==> config.mk <==
export PLATFORM = sky130hd
export DESIGN_NAME = dns_name_decompressor_flat
export DESIGN_NICKNAME = d
export VERILOG_FILES = /design/src/dnd_pkg.sv /design/src/dnd_if.sv /design/src/dnd_ram.sv /design/src/dns_name_decompressor.sv /design/src/flat_wrapper.sv
export SDC_FILE = /design/constraint.sdc
export NUM_CORES = 2
export LEC_CHECK = 0
export BUFFER_PORTS_ARGS = -buffer_cell sky130_fd_sc_hd__buf_2
export CORE_MARGIN = 2
export CORE_UTILIZATION = 46
export DETAILED_ROUTE_END_ITERATION = 6
export SKIP_LAST_GASP = 1
export SYNTH_ARGS = -nofsm -noshare
export SYNTH_HDL_FRONTEND = slang
export SYNTH_HIERARCHICAL = 1
export SYNTH_SLANG_ARGS = --single-unit
==> constraint.sdc <==
create_clock -name i_clk -period 8.4 [get_ports i_clk]
set_input_delay 0.42 -clock i_clk [delete_from_list [all_inputs] [get_ports i_clk]]
set_output_delay 0.42 -clock i_clk [all_outputs]
set_load 0.01 [all_outputs]
==> src/dnd_pkg.sv <==
package dnd_pkg;

    localparam int MESSAGE_BYTES    = 512;
    localparam int MAX_NAME_LENGTH  = 255;
    localparam int MAX_POINTER_HOPS = 16;

    localparam int ADDR_W   = 9;
    localparam int LEN_W    = 10;
    localparam int CUR_W    = 14;
    localparam int HOP_W    = 5;
    localparam int NLEN_W   = 8;
    localparam int CHUNK_W  = 64;
    localparam int CBYTES_W = 4;
    localparam int STAT_W   = 3;

    localparam logic       OP_WRITE  = 1'b0;
    localparam logic       OP_EXPAND = 1'b1;
    localparam logic [7:0] CHAR_DOT  = 8'h2E;

    localparam logic [1:0] FMT_LABEL   = 2'b00;
    localparam logic [1:0] FMT_POINTER = 2'b11;

    typedef enum logic [STAT_W-1:0] {
        ST_OK       = 3'd0,
        ST_PAST_END = 3'd1,
        ST_RESERVED = 3'd2,
        ST_HOPS     = 3'd3,
        ST_TOO_LONG = 3'd4
    } t_status;

    typedef enum logic [2:0] {
        S_IDLE,
        S_RD_HDR,
        S_EV_HDR,
        S_EV_PTR,
        S_EV_CHR,
        S_DOT,
        S_FINISH
    } t_state;

endpackage

==> src/dnd_if.sv <==
interface dnd_in_if import dnd_pkg::*; ();
    logic              valid;
    logic              ready;
    logic              operation;
    logic [ADDR_W-1:0] address;
    logic [7:0]        byte_value;
    logic [LEN_W-1:0]  message_length;

    modport source (
        output valid, operation, address, byte_value, message_length,
        input  ready
    );
    modport sink (
        input  valid, operation, address, byte_value, message_length,
        output ready
    );
endinterface

interface dnd_out_if import dnd_pkg::*; ();
    logic                valid;
    logic                ready;
    logic [CHUNK_W-1:0]  name_chunk;
    logic [CBYTES_W-1:0] chunk_bytes;
    logic                last;
    logic [STAT_W-1:0]   status;
    logic [LEN_W-1:0]    end_offset;
    logic [NLEN_W-1:0]   name_length;

    modport source (
        output valid, name_chunk, chunk_bytes, last, status, end_offset, name_length,
        input  ready
    );
    modport sink (
        input  valid, name_chunk, chunk_bytes, last, status, end_offset, name_length,
        output ready
    );
endinterface

==> src/dnd_ram.sv <==
module dnd_ram #(
    parameter int WIDTH = 8,
    parameter int DEPTH = 512
) (
    input  logic                     i_clk,
    input  logic                     i_we,
    input  logic [$clog2(DEPTH)-1:0] i_waddr,
    input  logic [WIDTH-1:0]         i_wdata,
    input  logic                     i_re,
    input  logic [$clog2(DEPTH)-1:0] i_raddr,
    output logic [WIDTH-1:0]         o_rdata
);
    logic [WIDTH-1:0] r_mem [DEPTH];
    logic [WIDTH-1:0] r_rdata;

    always_ff @(posedge i_clk) begin
        if (i_we) begin
            r_mem[i_waddr] <= i_wdata;
        end
        if (i_re) begin
            r_rdata <= r_mem[i_raddr];
        end
    end

    assign o_rdata = r_rdata;
endmodule

==> src/dns_name_decompressor.sv <==
// A write beat stores one message byte; an expand beat walks the name from the
// given address through labels and compression pointers up to the closing zero
// label; the walk reads message bytes one at a time through the single read port
// of the message store, and no new beat is accepted until the walk has closed.
// Results leave through a one-entry output register; a full chunk waits for it.
// Reset (synchronous, active low) clears control and the output valid flag; the
// message store is not cleared and must be written before it is expanded.
module dns_name_decompressor import dnd_pkg::*; (
    input  logic      i_clk,
    input  logic      i_rst_n,
    dnd_in_if.sink    i_item,
    dnd_out_if.source o_result
);
    t_state              r_state, n_state;
    logic [LEN_W-1:0]    r_len, n_len;
    logic [CUR_W-1:0]    r_cursor, n_cursor;
    logic [LEN_W-1:0]    r_resume, n_resume;
    logic                r_have_end, n_have_end;
    logic [HOP_W-1:0]    r_hops, n_hops;
    logic [5:0]          r_hi, n_hi;
    logic [5:0]          r_remain, n_remain;
    logic [CHUNK_W-1:0]  r_pack, n_pack;
    logic [NLEN_W-1:0]   r_nlen, n_nlen;
    t_status             r_status, n_status;

    logic                r_ovalid;
    logic [CHUNK_W-1:0]  r_ochunk;
    logic [CBYTES_W-1:0] r_obytes;
    logic                r_olast;
    t_status             r_ostatus;
    logic [LEN_W-1:0]    r_oend;
    logic [NLEN_W-1:0]   r_onlen;

    logic                push;
    logic [CHUNK_W-1:0]  push_chunk;
    logic [CBYTES_W-1:0] push_bytes;
    logic                push_last;
    t_status             push_status;
    logic [LEN_W-1:0]    push_end;
    logic [NLEN_W-1:0]   push_nlen;

    logic                ram_we, ram_re;
    logic [ADDR_W-1:0]   ram_raddr;
    logic [7:0]          rdata;

    logic                accept, out_free, stall, emit;
    logic [7:0]          emit_char;
    logic [2:0]          pos;
    logic [5:0]          lab;
    logic [CUR_W:0]      cur_p1, cur_lab, len_ext;
    logic [NLEN_W:0]     name_sum;
    logic [CHUNK_W-1:0]  packed_word;

    assign accept = i_item.valid && i_item.ready;
    assign ram_we = accept && (i_item.operation == OP_WRITE);

    dnd_ram #(
        .WIDTH(8),
        .DEPTH(MESSAGE_BYTES)
    ) u_store (
        .i_clk   (i_clk),
        .i_we    (ram_we),
        .i_waddr (i_item.address),
        .i_wdata (i_item.byte_value),
        .i_re    (ram_re),
        .i_raddr (ram_raddr),
        .o_rdata (rdata)
    );

    assign i_item.ready = (r_state == S_IDLE);
    assign out_free     = !r_ovalid || o_result.ready;
    assign pos          = r_nlen[2:0];
    assign stall        = (pos == 3'd7) && !out_free;
    assign lab          = rdata[5:0];
    assign cur_p1       = {1'b0, r_cursor} + (CUR_W+1)'(1);
    assign cur_lab      = {1'b0, r_cursor} + (CUR_W+1)'(lab);
    assign len_ext      = (CUR_W+1)'(r_len);
    assign name_sum     = {1'b0, r_nlen} + (NLEN_W+1)'(lab) + (NLEN_W+1)'(1);

    always_comb begin
        packed_word = r_pack;
        packed_word[{pos, 3'b000} +: 8] = emit_char;
    end

    always_comb begin
        n_state    = r_state;
        n_len      = r_len;
        n_cursor   = r_cursor;
        n_resume   = r_resume;
        n_have_end = r_have_end;
        n_hops     = r_hops;
        n_hi       = r_hi;
        n_remain   = r_remain;
        n_pack     = r_pack;
        n_nlen     = r_nlen;
        n_status   = r_status;
        ram_re     = 1'b0;
        ram_raddr  = r_cursor[ADDR_W-1:0];
        emit       = 1'b0;
        emit_char  = CHAR_DOT;
        push        = 1'b0;
        push_chunk  = '0;
        push_bytes  = '0;
        push_last   = 1'b0;
        push_status = ST_OK;
        push_end    = '0;
        push_nlen   = '0;

        case (r_state)
            S_IDLE: begin
                if (accept && (i_item.operation == OP_EXPAND)) begin
                    n_len      = (i_item.message_length > LEN_W'(MESSAGE_BYTES)) ?
                                 LEN_W'(MESSAGE_BYTES) : i_item.message_length;
                    n_cursor   = CUR_W'(i_item.address);
                    n_resume   = '0;
                    n_have_end = 1'b0;
                    n_hops     = '0;
                    n_pack     = '0;
                    n_nlen     = '0;
                    n_status   = ST_OK;
                    n_state    = S_RD_HDR;
                end
            end
            S_RD_HDR: begin
                if ({1'b0, r_cursor} >= len_ext) begin
                    n_status = ST_PAST_END;
                    n_state  = S_FINISH;
                end else begin
                    ram_re  = 1'b1;
                    n_state = S_EV_HDR;
                end
            end
            S_EV_HDR: begin
                if (rdata[7:6] == FMT_POINTER) begin
                    if (cur_p1 >= len_ext) begin
                        n_status = ST_PAST_END;
                        n_state  = S_FINISH;
                    end else if (r_hops >= HOP_W'(MAX_POINTER_HOPS)) begin
                        n_status = ST_HOPS;
                        n_state  = S_FINISH;
                    end else begin
                        if (!r_have_end) begin
                            n_resume   = LEN_W'(cur_p1 + (CUR_W+1)'(1));
                            n_have_end = 1'b1;
                        end
                        n_hops    = r_hops + HOP_W'(1);
                        n_hi      = rdata[5:0];
                        ram_re    = 1'b1;
                        ram_raddr = cur_p1[ADDR_W-1:0];
                        n_state   = S_EV_PTR;
                    end
                end else if (rdata[7:6] != FMT_LABEL) begin
                    n_status = ST_RESERVED;
                    n_state  = S_FINISH;
                end else if (lab == 6'd0) begin
                    if (!r_have_end) begin
                        n_resume   = LEN_W'(cur_p1);
                        n_have_end = 1'b1;
                    end
                    n_status = ST_OK;
                    n_state  = S_FINISH;
                end else if (cur_lab >= len_ext) begin
                    n_status = ST_PAST_END;
                    n_state  = S_FINISH;
                end else if (name_sum > (NLEN_W+1)'(MAX_NAME_LENGTH)) begin
                    n_status = ST_TOO_LONG;
                    n_state  = S_FINISH;
                end else begin
                    n_remain  = lab;
                    ram_re    = 1'b1;
                    ram_raddr = cur_p1[ADDR_W-1:0];
                    n_cursor  = cur_p1[CUR_W-1:0];
                    n_state   = S_EV_CHR;
                end
            end
            S_EV_PTR: begin
                n_cursor = {r_hi, rdata};
                n_state  = S_RD_HDR;
            end
            S_EV_CHR: begin
                emit      = 1'b1;
                emit_char = rdata;
                if (!stall) begin
                    n_cursor = cur_p1[CUR_W-1:0];
                    if (r_remain == 6'd1) begin
                        n_state = S_DOT;
                    end else begin
                        n_remain  = r_remain - 6'd1;
                        ram_re    = 1'b1;
                        ram_raddr = cur_p1[ADDR_W-1:0];
                    end
                end
            end
            S_DOT: begin
                emit      = 1'b1;
                emit_char = CHAR_DOT;
                if (!stall) begin
                    n_state = S_RD_HDR;
                end
            end
            S_FINISH: begin
                if (out_free) begin
                    push        = 1'b1;
                    push_chunk  = r_pack;
                    push_bytes  = CBYTES_W'(pos);
                    push_last   = 1'b1;
                    push_status = r_status;
                    push_end    = (r_status == ST_OK) ? r_resume : '0;
                    push_nlen   = r_nlen;
                    n_state     = S_IDLE;
                end
            end
            default: begin
                n_state = S_IDLE;
            end
        endcase

        if (emit && !stall) begin
            n_nlen = r_nlen + NLEN_W'(1);
            if (pos == 3'd7) begin
                push       = 1'b1;
                push_chunk = packed_word;
                push_bytes = CBYTES_W'(8);
                n_pack     = '0;
            end else begin
                n_pack = packed_word;
            end
        end
    end

    always_ff @(posedge i_clk) begin
        if (!i_rst_n) begin
            r_state    <= S_IDLE;
            r_len      <= '0;
            r_cursor   <= '0;
            r_resume   <= '0;
            r_have_end <= 1'b0;
            r_hops     <= '0;
            r_remain   <= '0;
            r_pack     <= '0;
            r_nlen     <= '0;
            r_status   <= ST_OK;
        end else begin
            r_state    <= n_state;
            r_len      <= n_len;
            r_cursor   <= n_cursor;
            r_resume   <= n_resume;
            r_have_end <= n_have_end;
            r_hops     <= n_hops;
            r_remain   <= n_remain;
            r_pack     <= n_pack;
            r_nlen     <= n_nlen;
            r_status   <= n_status;
        end
    end

    always_ff @(posedge i_clk) begin
        r_hi <= n_hi;
    end

    always_ff @(posedge i_clk) begin
        if (!i_rst_n) begin
            r_ovalid <= 1'b0;
        end else if (push) begin
            r_ovalid <= 1'b1;
        end else if (o_result.ready) begin
            r_ovalid <= 1'b0;
        end
    end

    always_ff @(posedge i_clk) begin
        if (push) begin
            r_ochunk  <= push_chunk;
            r_obytes  <= push_bytes;
            r_olast   <= push_last;
            r_ostatus <= push_status;
            r_oend    <= push_end;
            r_onlen   <= push_nlen;
        end
    end

    assign o_result.valid       = r_ovalid;
    assign o_result.name_chunk  = r_ochunk;
    assign o_result.chunk_bytes = r_obytes;
    assign o_result.last        = r_olast;
    assign o_result.status      = r_ostatus;
    assign o_result.end_offset  = r_oend;
    assign o_result.name_length = r_onlen;
endmodule

==> src/flat_wrapper.sv <==
// flat-port wrapper written by rule: the top's interface ports become plain ports
module dns_name_decompressor_flat import dnd_pkg::*;
  (i_clk, i_rst_n, i_item_valid, i_item_operation, i_item_address, i_item_byte_value, i_item_message_length, i_item_ready, o_result_valid, o_result_name_chunk, o_result_chunk_bytes, o_result_last, o_result_status, o_result_end_offset, o_result_name_length, o_result_ready);
  dnd_in_if i_item_i ();
  dnd_out_if o_result_i ();
  input  logic i_clk;
  input  logic i_rst_n;
  input wire logic [$bits(i_item_i.valid)-1:0] i_item_valid;
  input wire logic [$bits(i_item_i.operation)-1:0] i_item_operation;
  input wire logic [$bits(i_item_i.address)-1:0] i_item_address;
  input wire logic [$bits(i_item_i.byte_value)-1:0] i_item_byte_value;
  input wire logic [$bits(i_item_i.message_length)-1:0] i_item_message_length;
  output wire logic [$bits(i_item_i.ready)-1:0] i_item_ready;
  output wire logic [$bits(o_result_i.valid)-1:0] o_result_valid;
  output wire logic [$bits(o_result_i.name_chunk)-1:0] o_result_name_chunk;
  output wire logic [$bits(o_result_i.chunk_bytes)-1:0] o_result_chunk_bytes;
  output wire logic [$bits(o_result_i.last)-1:0] o_result_last;
  output wire logic [$bits(o_result_i.status)-1:0] o_result_status;
  output wire logic [$bits(o_result_i.end_offset)-1:0] o_result_end_offset;
  output wire logic [$bits(o_result_i.name_length)-1:0] o_result_name_length;
  input wire logic [$bits(o_result_i.ready)-1:0] o_result_ready;
  assign i_item_i.valid = i_item_valid;
  assign i_item_i.operation = i_item_operation;
  assign i_item_i.address = i_item_address;
  assign i_item_i.byte_value = i_item_byte_value;
  assign i_item_i.message_length = i_item_message_length;
  assign i_item_ready = i_item_i.ready;
  assign o_result_valid = o_result_i.valid;
  assign o_result_name_chunk = o_result_i.name_chunk;
  assign o_result_chunk_bytes = o_result_i.chunk_bytes;
  assign o_result_last = o_result_i.last;
  assign o_result_status = o_result_i.status;
  assign o_result_end_offset = o_result_i.end_offset;
  assign o_result_name_length = o_result_i.name_length;
  assign o_result_i.ready = o_result_ready;
  dns_name_decompressor u_core (.i_clk(i_clk), .i_rst_n(i_rst_n), .i_item(i_item_i), .o_result(o_result_i));
endmodule
-- After elaboration in Yosys (flattened, before gate mapping)
Memories as Yosys holds them, arrays and structs flattened. A register that Yosys moved wholly into a read port is not among the register bits.
Index checks and enable logic that the tools add are counted.
W data, S select, Z words.
- add/sub/neg operators: 9
- magnitude comparators: 6
- equality and inequality tests: 31
- shifts and indexed selects: 2
- muxes and demuxes: 109
- bitwise logic cells: 3
- reductions and logical operators: 33
- operators by type and width (kind ; number):
    $mux W64 ; 8
    $mux W14 ; 7
    $mux W10 ; 9
    $mux W9 ; 9
    $mux W3 ; 22
    $bwmux W64 ; 1
    $shift A8 B8 Y64 const A ; 1
    $shiftx A8 B8 Y64 ; 1
    $pmux W14 S4 ; 1
    $mux W6 ; 7
    $mux W8 ; 4
    $ge A15 B10 Y1 ; 2
    $mux W1 ; 25
    $ne A2 B2 Y1 const B ; 12
    $pmux W3 S7 ; 1
    $mux W5 ; 4
    $pmux W10 S2 ; 1
    $pmux W9 S2 ; 1
    $reduce_and A8 Y1 ; 2
    $add A14 B1 Y15 const B ; 1
    $add A14 B6 Y15 ; 1
    $reduce_and A5 Y1 ; 3
    $ge A14 B10 Y1 ; 1
    $eq A3 B3 Y1 const B ; 4
    42 further kinds ; 65
- register bits: 221
- RAM bits: 4096
- output and inout bits: 92
- logic and storage cells: 212
- memories kept: 1
- memory list (memory ; depth ; width ; rd ports ; clocked after memory_dff ; wr ports ; RTL line ; RTL):
    u_core.u_store.r_mem ; 512 ; 8 ; 1 ; 1 ; 1 ; dnd_ram.sv:13 ; logic [WIDTH-1:0] r_mem [DEPTH];

-- Longest topological paths before layout
- depth after elaboration: 9
- gate-level depth with buffers: 29

-- Cells and area by module
Netlist, hierarchy kept.
- modules (own cells, without submodules) (module ; times used ; cells each ; area an instance (um2) ; seq. area each (um2)):
    dnd_ram ; 1 ; 8030 ; 160007.2 ; 123238.2
    dns_name_decompressor ; 1 ; 1224 ; 11362.1 ; 5385.2

-- Worst setup path after synthesis
OpenSTA, ideal clock, no wires.
- path kind: register to register
- from: reg u_core.r_cursor[0]
- to: reg u_core.u_store.r_rdata[0] (netlist: u_core/u_store/o_rdata[0]) (read register of u_core.u_store.r_mem), data pin
- data arrival time: 5.396 ns
- path slack: 2.747 ns
- stages on the path, launching flop included: 27
- cell sequence: dfxtp_1 -> ha_1 -> inv_1 -> fa_1 -> nand2b_1 -> a21o_1 -> nand2_1 -> nand3_1 -> xnor2_1 -> ha_1 -> a21o_1 -> a221oi_1 -> nor4b_1 -> nand4_1 -> and3_1 -> clkbuf_1 -> xnor2_1 -> buf_4 -> buf_12 -> buf_12 -> buf_2 -> mux4_2 -> o21ai_0 -> nand3_1 -> nand4_1 -> o21ai_0 -> o2111a_1
- word-level cells in the longest chain between the ends: 7
- elaborated cells between the ends (all ways): 22
- those cells by class: add/sub (2); order compare (3); mux (17)
- ends and longest elaborated chain (what ; RTL line ; RTL):
    start: declaration ; dns_name_decompressor.sv:16 ; logic [CUR_W-1:0] r_cursor, n_cursor;
    start signal: assignment ; dns_name_decompressor.sv:246 ; r_cursor <= n_cursor;
    $add A14 B6 Y15 / $add A14 B1 Y15 (equally long branches) ; dns_name_decompressor.sv:76, dns_name_decompressor.sv:75 ;
    $ge A15 B10 Y1 / $mux W9 (equally long branches) ; dns_name_decompressor.sv:162, dns_name_decompressor.sv:165 ;
    $mux W9 ; dns_name_decompressor.sv:162 ; end else if (cur_lab >= len_ext) begin
    $mux W9 ; dns_name_decompressor.sv:155 ; end else if (lab == 6'd0) begin
    $mux W9 ; dns_name_decompressor.sv:152 ; end else if (rdata[7:6] != FMT_LABEL) begin
    $mux W9 ; dns_name_decompressor.sv:134 ; if (rdata[7:6] == FMT_POINTER) begin
    $pmux W9 S2 (*) ; dns_name_decompressor.sv:109 ; case (r_state)
    named net u_core.ram_raddr[0] ; dns_name_decompressor.sv:43 ; logic [ADDR_W-1:0] ram_raddr;
    end: declaration ; dnd_ram.sv:14 ; logic [WIDTH-1:0] r_rdata;
The timed path passes the listed nets; every way through them passes the cells marked *.
A chain may end at the register's enable or synchronous reset.

-- Worst setup path after layout
- from: reg u_core.r_cursor[1]
- to: reg u_core.u_store.r_rdata[5] (netlist: u_core/u_store/o_rdata[5]) (read register of u_core.u_store.r_mem), data pin
Same word-level chain as after synthesis.

==> summary.md <==
| Metric | Value |
|---|---|
| Mux cell area share after synthesis | 13.3% |
| Placed cell count | 14,100 |
| R2r setup slk | 40 ps |
| Root Buffer | clkbuf_16 |
| Clock Skew | 86.8 ps |
| Layout Cells excl Fill | 14,900 |
| Fill count | 29,400 |
| TritonCTS Buffers | 431 |
| Clock Latency Late Sink | 990 ps |
| Asr flop ratio synth | 0% |
| R2R Path Start | u_core/r_cursor[1] |
| H-tree depth | 5 |
| Site Rows | 224 |
| Tot GR Track Use | 24.0% |
| Number of flops mapped to enable cells by yosys | 4,200 |
| Commonest non-fill, non-tap cell in the layout | edfxtp_1 |
| Via count | 92,900 |
| Initial antenna violation count | 16 |
| Grt ovf | 0 |
| DRC viols | 1 |
| Leading area contributor after synthesis | edfxtp_1 |
| Largest net degree at the start of global routing | 176 |
| Crit. End Element | register |
| VDD IR-drop max | 0.349 mV |
| Gate Count Post-Synth | 9,254 |
| FF+latch count, synth | 4,325 |
| Yosys cell types | 81 |
| Critical path's top delay family | compound AO/OA/AOI/OAI gates |
| Layout cells sized above 1 | 18.0% |
| Detailed Place HPWL | 290 mm |
| Logic depth of the worst register-to-register path | 24 |
| Reg clk slew, reported paths | 60 ps |
| Pleak | 58.9 nW |
| Startpoint Class | register |
| Power per Cell Area | 352 mW/mm^2 |
| Final min period | 8360 ps |
| Starting density of the core | 46.1% |
| Num ports | 124 |
| Crit path capture | u_core/u_store/o_rdata[5] |
| Adder-cell share of the synthesized area | 0.447% |
| Avg Cell Area, Syn | 18.5 sq um |
| Setup Buffers After CTS | 0 |
| Critical Path Stages | 24 |
| Maxcap violations | 0 |
| Critical path launch point | u_core/r_cursor[1] |
| Min Hold Slack | 110 ps |
| Most frequent cells in the layout | 4,200 x edfxtp_1, 801 x mux2i_1, 774 x nor2_1 |
| Vias per cell | 6.21 |
| Compound-Gate Fraction of Synth Area | 5.28% |
| Met1 Usage GRT | 35.0% |
| XOR/XNOR Fraction of Synth Area | 0.210% |
| Detail Route Antenna Nets | 0 |
| Sequence of cells on the critical path | inv_1, fa_1, nand2b_1, a21o_1, nand2_1, nand3_1, xnor2_1, ha_1, a21o_1, a221oi_1, nor4b_1, buf_4, and3_1, nor2_1, a222oi_1, o22ai_4, buf_12, nor2_1, buf_4, a22oi_1, a21oi_1, nor2_1, nor2_1, o2111a_1 |
| Arr. time, crit path | 9210 ps |
| WP data required | 9250 ps |
| Main area contributors after synthesis | edfxtp_1 74%, mux4_2 8.6%, mux2i_1 4.7% |
| Critical-path maximum fanout | 69 |
| Vias in the first global route | 90,300 |
| Final Setup Violations | 0 |
| Die H | 614 um |
| CTS tree | done |
| Mapped Area | 0.171 sq mm |
| Crit-path max cell delay | 810 ps |
| Clock tree sinks | 4,325 |
| Fin crit share | 99.5% |
| Horiz. Die Dim | 614 um |
| Final worst slack | 38.3 ps |
| WL/cell | 31.2 um |
| Most used cell, CP | nor2_1 |
| Port bufs | 123 |
| Met3 Use GR | 3.89% |
| Largest family of logic cells by synthesized area | multiplexers |
| GRT met2 Usage | 37.5% |
| DR pass1 iterations | 7 |
| Max Freq | 120 MHz |
| Maximum root-to-sink buffer count | 4 |
| GRT Max-Usage Layer | met2 |
| CP bufs+invs | 4 |
| Sequential fraction of the synthesis area | 75.1% |
| Gpl congestion | 0.914 |
| First-pass GRT wire length | 663 mm |
| Post-Synth Simple-Gate Area | 3.76% |
| Place WS | 83.3 ps |
| Worst reg2reg endpoint | u_core/u_store/o_rdata[5] |
| Status | complete, but fails checks |
| Failing checks | design-rule violations |
| Max Transition Viols Final | 0 |
| Core area | 0.372 sq mm |
| Area fraction of the dominant cell type after synthesis | 73.6% |
| Area growth syn-to-layout | 12.6% |
| CP Class | register to register |
| Tightest Pin Transition | 1380 ps |
| Slowest cell on crit path | nor2_1 |
| Routed WL | 466 mm |
| Hold Path Class | input port to register |
| Final hold violation count | 0 |
| Area of the die | 0.377 sq mm |
| Slew margin rel. | 6.77% |
| Nets | 9,698 |
| Final core occ | 51.9% |
| Ys flop type | edfxtp_1 |
| Iter 0 DRT Violations | 12,300 |
| Post-synthesis net count | 9,346 |
| Synthesis warning total | 6 |
## registers in the layout, summed over array words and instances (netlist names), 6 cells and up
register and cells:
u_core/u_store/r_mem 4096, u_core/o_result.name_chunk 64, u_core/r_pack 64, u_core/r_cursor 14, u_core/o_result.end_offset 10, u_core/r_len 10
u_core/r_resume 10, u_core/o_result.name_length 8, u_core/r_nlen 8, u_core/u_store/o_rdata 8, u_core/r_hi 6, u_core/r_remain 6
## worst register-to-register path: cells and delay by family (launching register included)
kind	cells	cell delay (ps)
buffers and inverters	4	970
AND/OR/NAND/NOR	9	2880
adder cells (fa/ha/maj)	2	830
XOR/XNOR	1	180
flip-flops	1	580
AO/OA/AOI/OAI	8	2780
## kinds of logic after synthesis
family                   count (synthesis)
AND/OR/NAND/NOR                       1464
multiplexers                          1456
buffers and inverters                  618
XOR/XNOR                                41
flip-flops                            4325
adder cells (fa/ha/maj)                 60
AO/OA/AOI/OAI                         1290
## cell usage after synthesis (14+ instances only)
cell type     n
nand2_1     253
a32oi_1      26
a211oi_1     22
clkbuf_1    312
ha_1         58
o221ai_1    371
a22o_1       22
o21ai_0     182
buf_4        75
nand4_1      46
o21ai_1      16
and3_1       16
o31ai_1      17
nor3_1      124
a22oi_1     110
nand2b_1     14
nand3_1      75
o22ai_1     172
xor2_1       20
edfxtp_1   4200
inv_1        42
buf_6        65
nor4_1       39
and2_1       45
buf_1        41
xnor2_1      21
buf_2        61
a21oi_1     245
dfxtp_1     125
nor2_1      775
nor3b_1      14
mux4_2      654
mux2i_1     801
## through the flow
step                area, sq um  TNS [ps]  power, mW
CTS                      193000         0       68.0
detailed placement       179000         0       49.3
floorplan                171000         0       41.1
global route             193000     -41.7       70.0
finish                   193000         0       67.8
global placement         179000      -128       49.2
## where the power goes
part | internal, mW | leakage (nW) | switching [mW]
registers | 23.8 | 38.9 | 0.177
clock network | 10.7 | 6.68 | 8.13
logic | 10.1 | 13.4 | 14.9
## cell type report
class | instances | area, sq um | area share, %
Inverter | 48 | 189 | 0.0979
Timing Repair Buffer | 489 | 4390 | 2.28
Multi-Input combinational cell | 4311 | 39700 | 20.6
Clock inverter | 287 | 2580 | 1.34
Tap cell | 4972 | 6220 | 3.22
Clock buffer | 510 | 11200 | 5.79
Sequential cell | 4325 | 129000 | 66.7
Antenna cell | 3 | 7.51 | 0.00389
## layer usage
metal	vias up	wire, um
li1	38600	-
met1	48800	192000
met2	4691	217000
met3	750	41100
met4	6	15300
met5	-	45
## what timing repair did
item	CTS	global route
setup endpoints to repair	0	4
hold buffers	29	0
hold endpoints to repair	416	0
gates resized for setup	0	5
## how the worst min path moves through the flow
stage               slack [ps]                 end  cells after the start                from
floorplan                  430  u_core/r_resume[0]                      2  u_core/r_resume[0]
global placement           450     u_core/r_len[3]                      2     u_core/r_len[3]
detailed placement         450     u_core/r_len[1]                      2     u_core/r_len[1]
CTS                         30  u_core/r_cursor[5]                      5   i_item_address[5]
global route               100  u_core/r_cursor[5]                      5   i_item_address[5]
finish                     110  u_core/r_status[0]                      6        i_item_valid
Note: power is estimated with default switching activity, not from simulation.
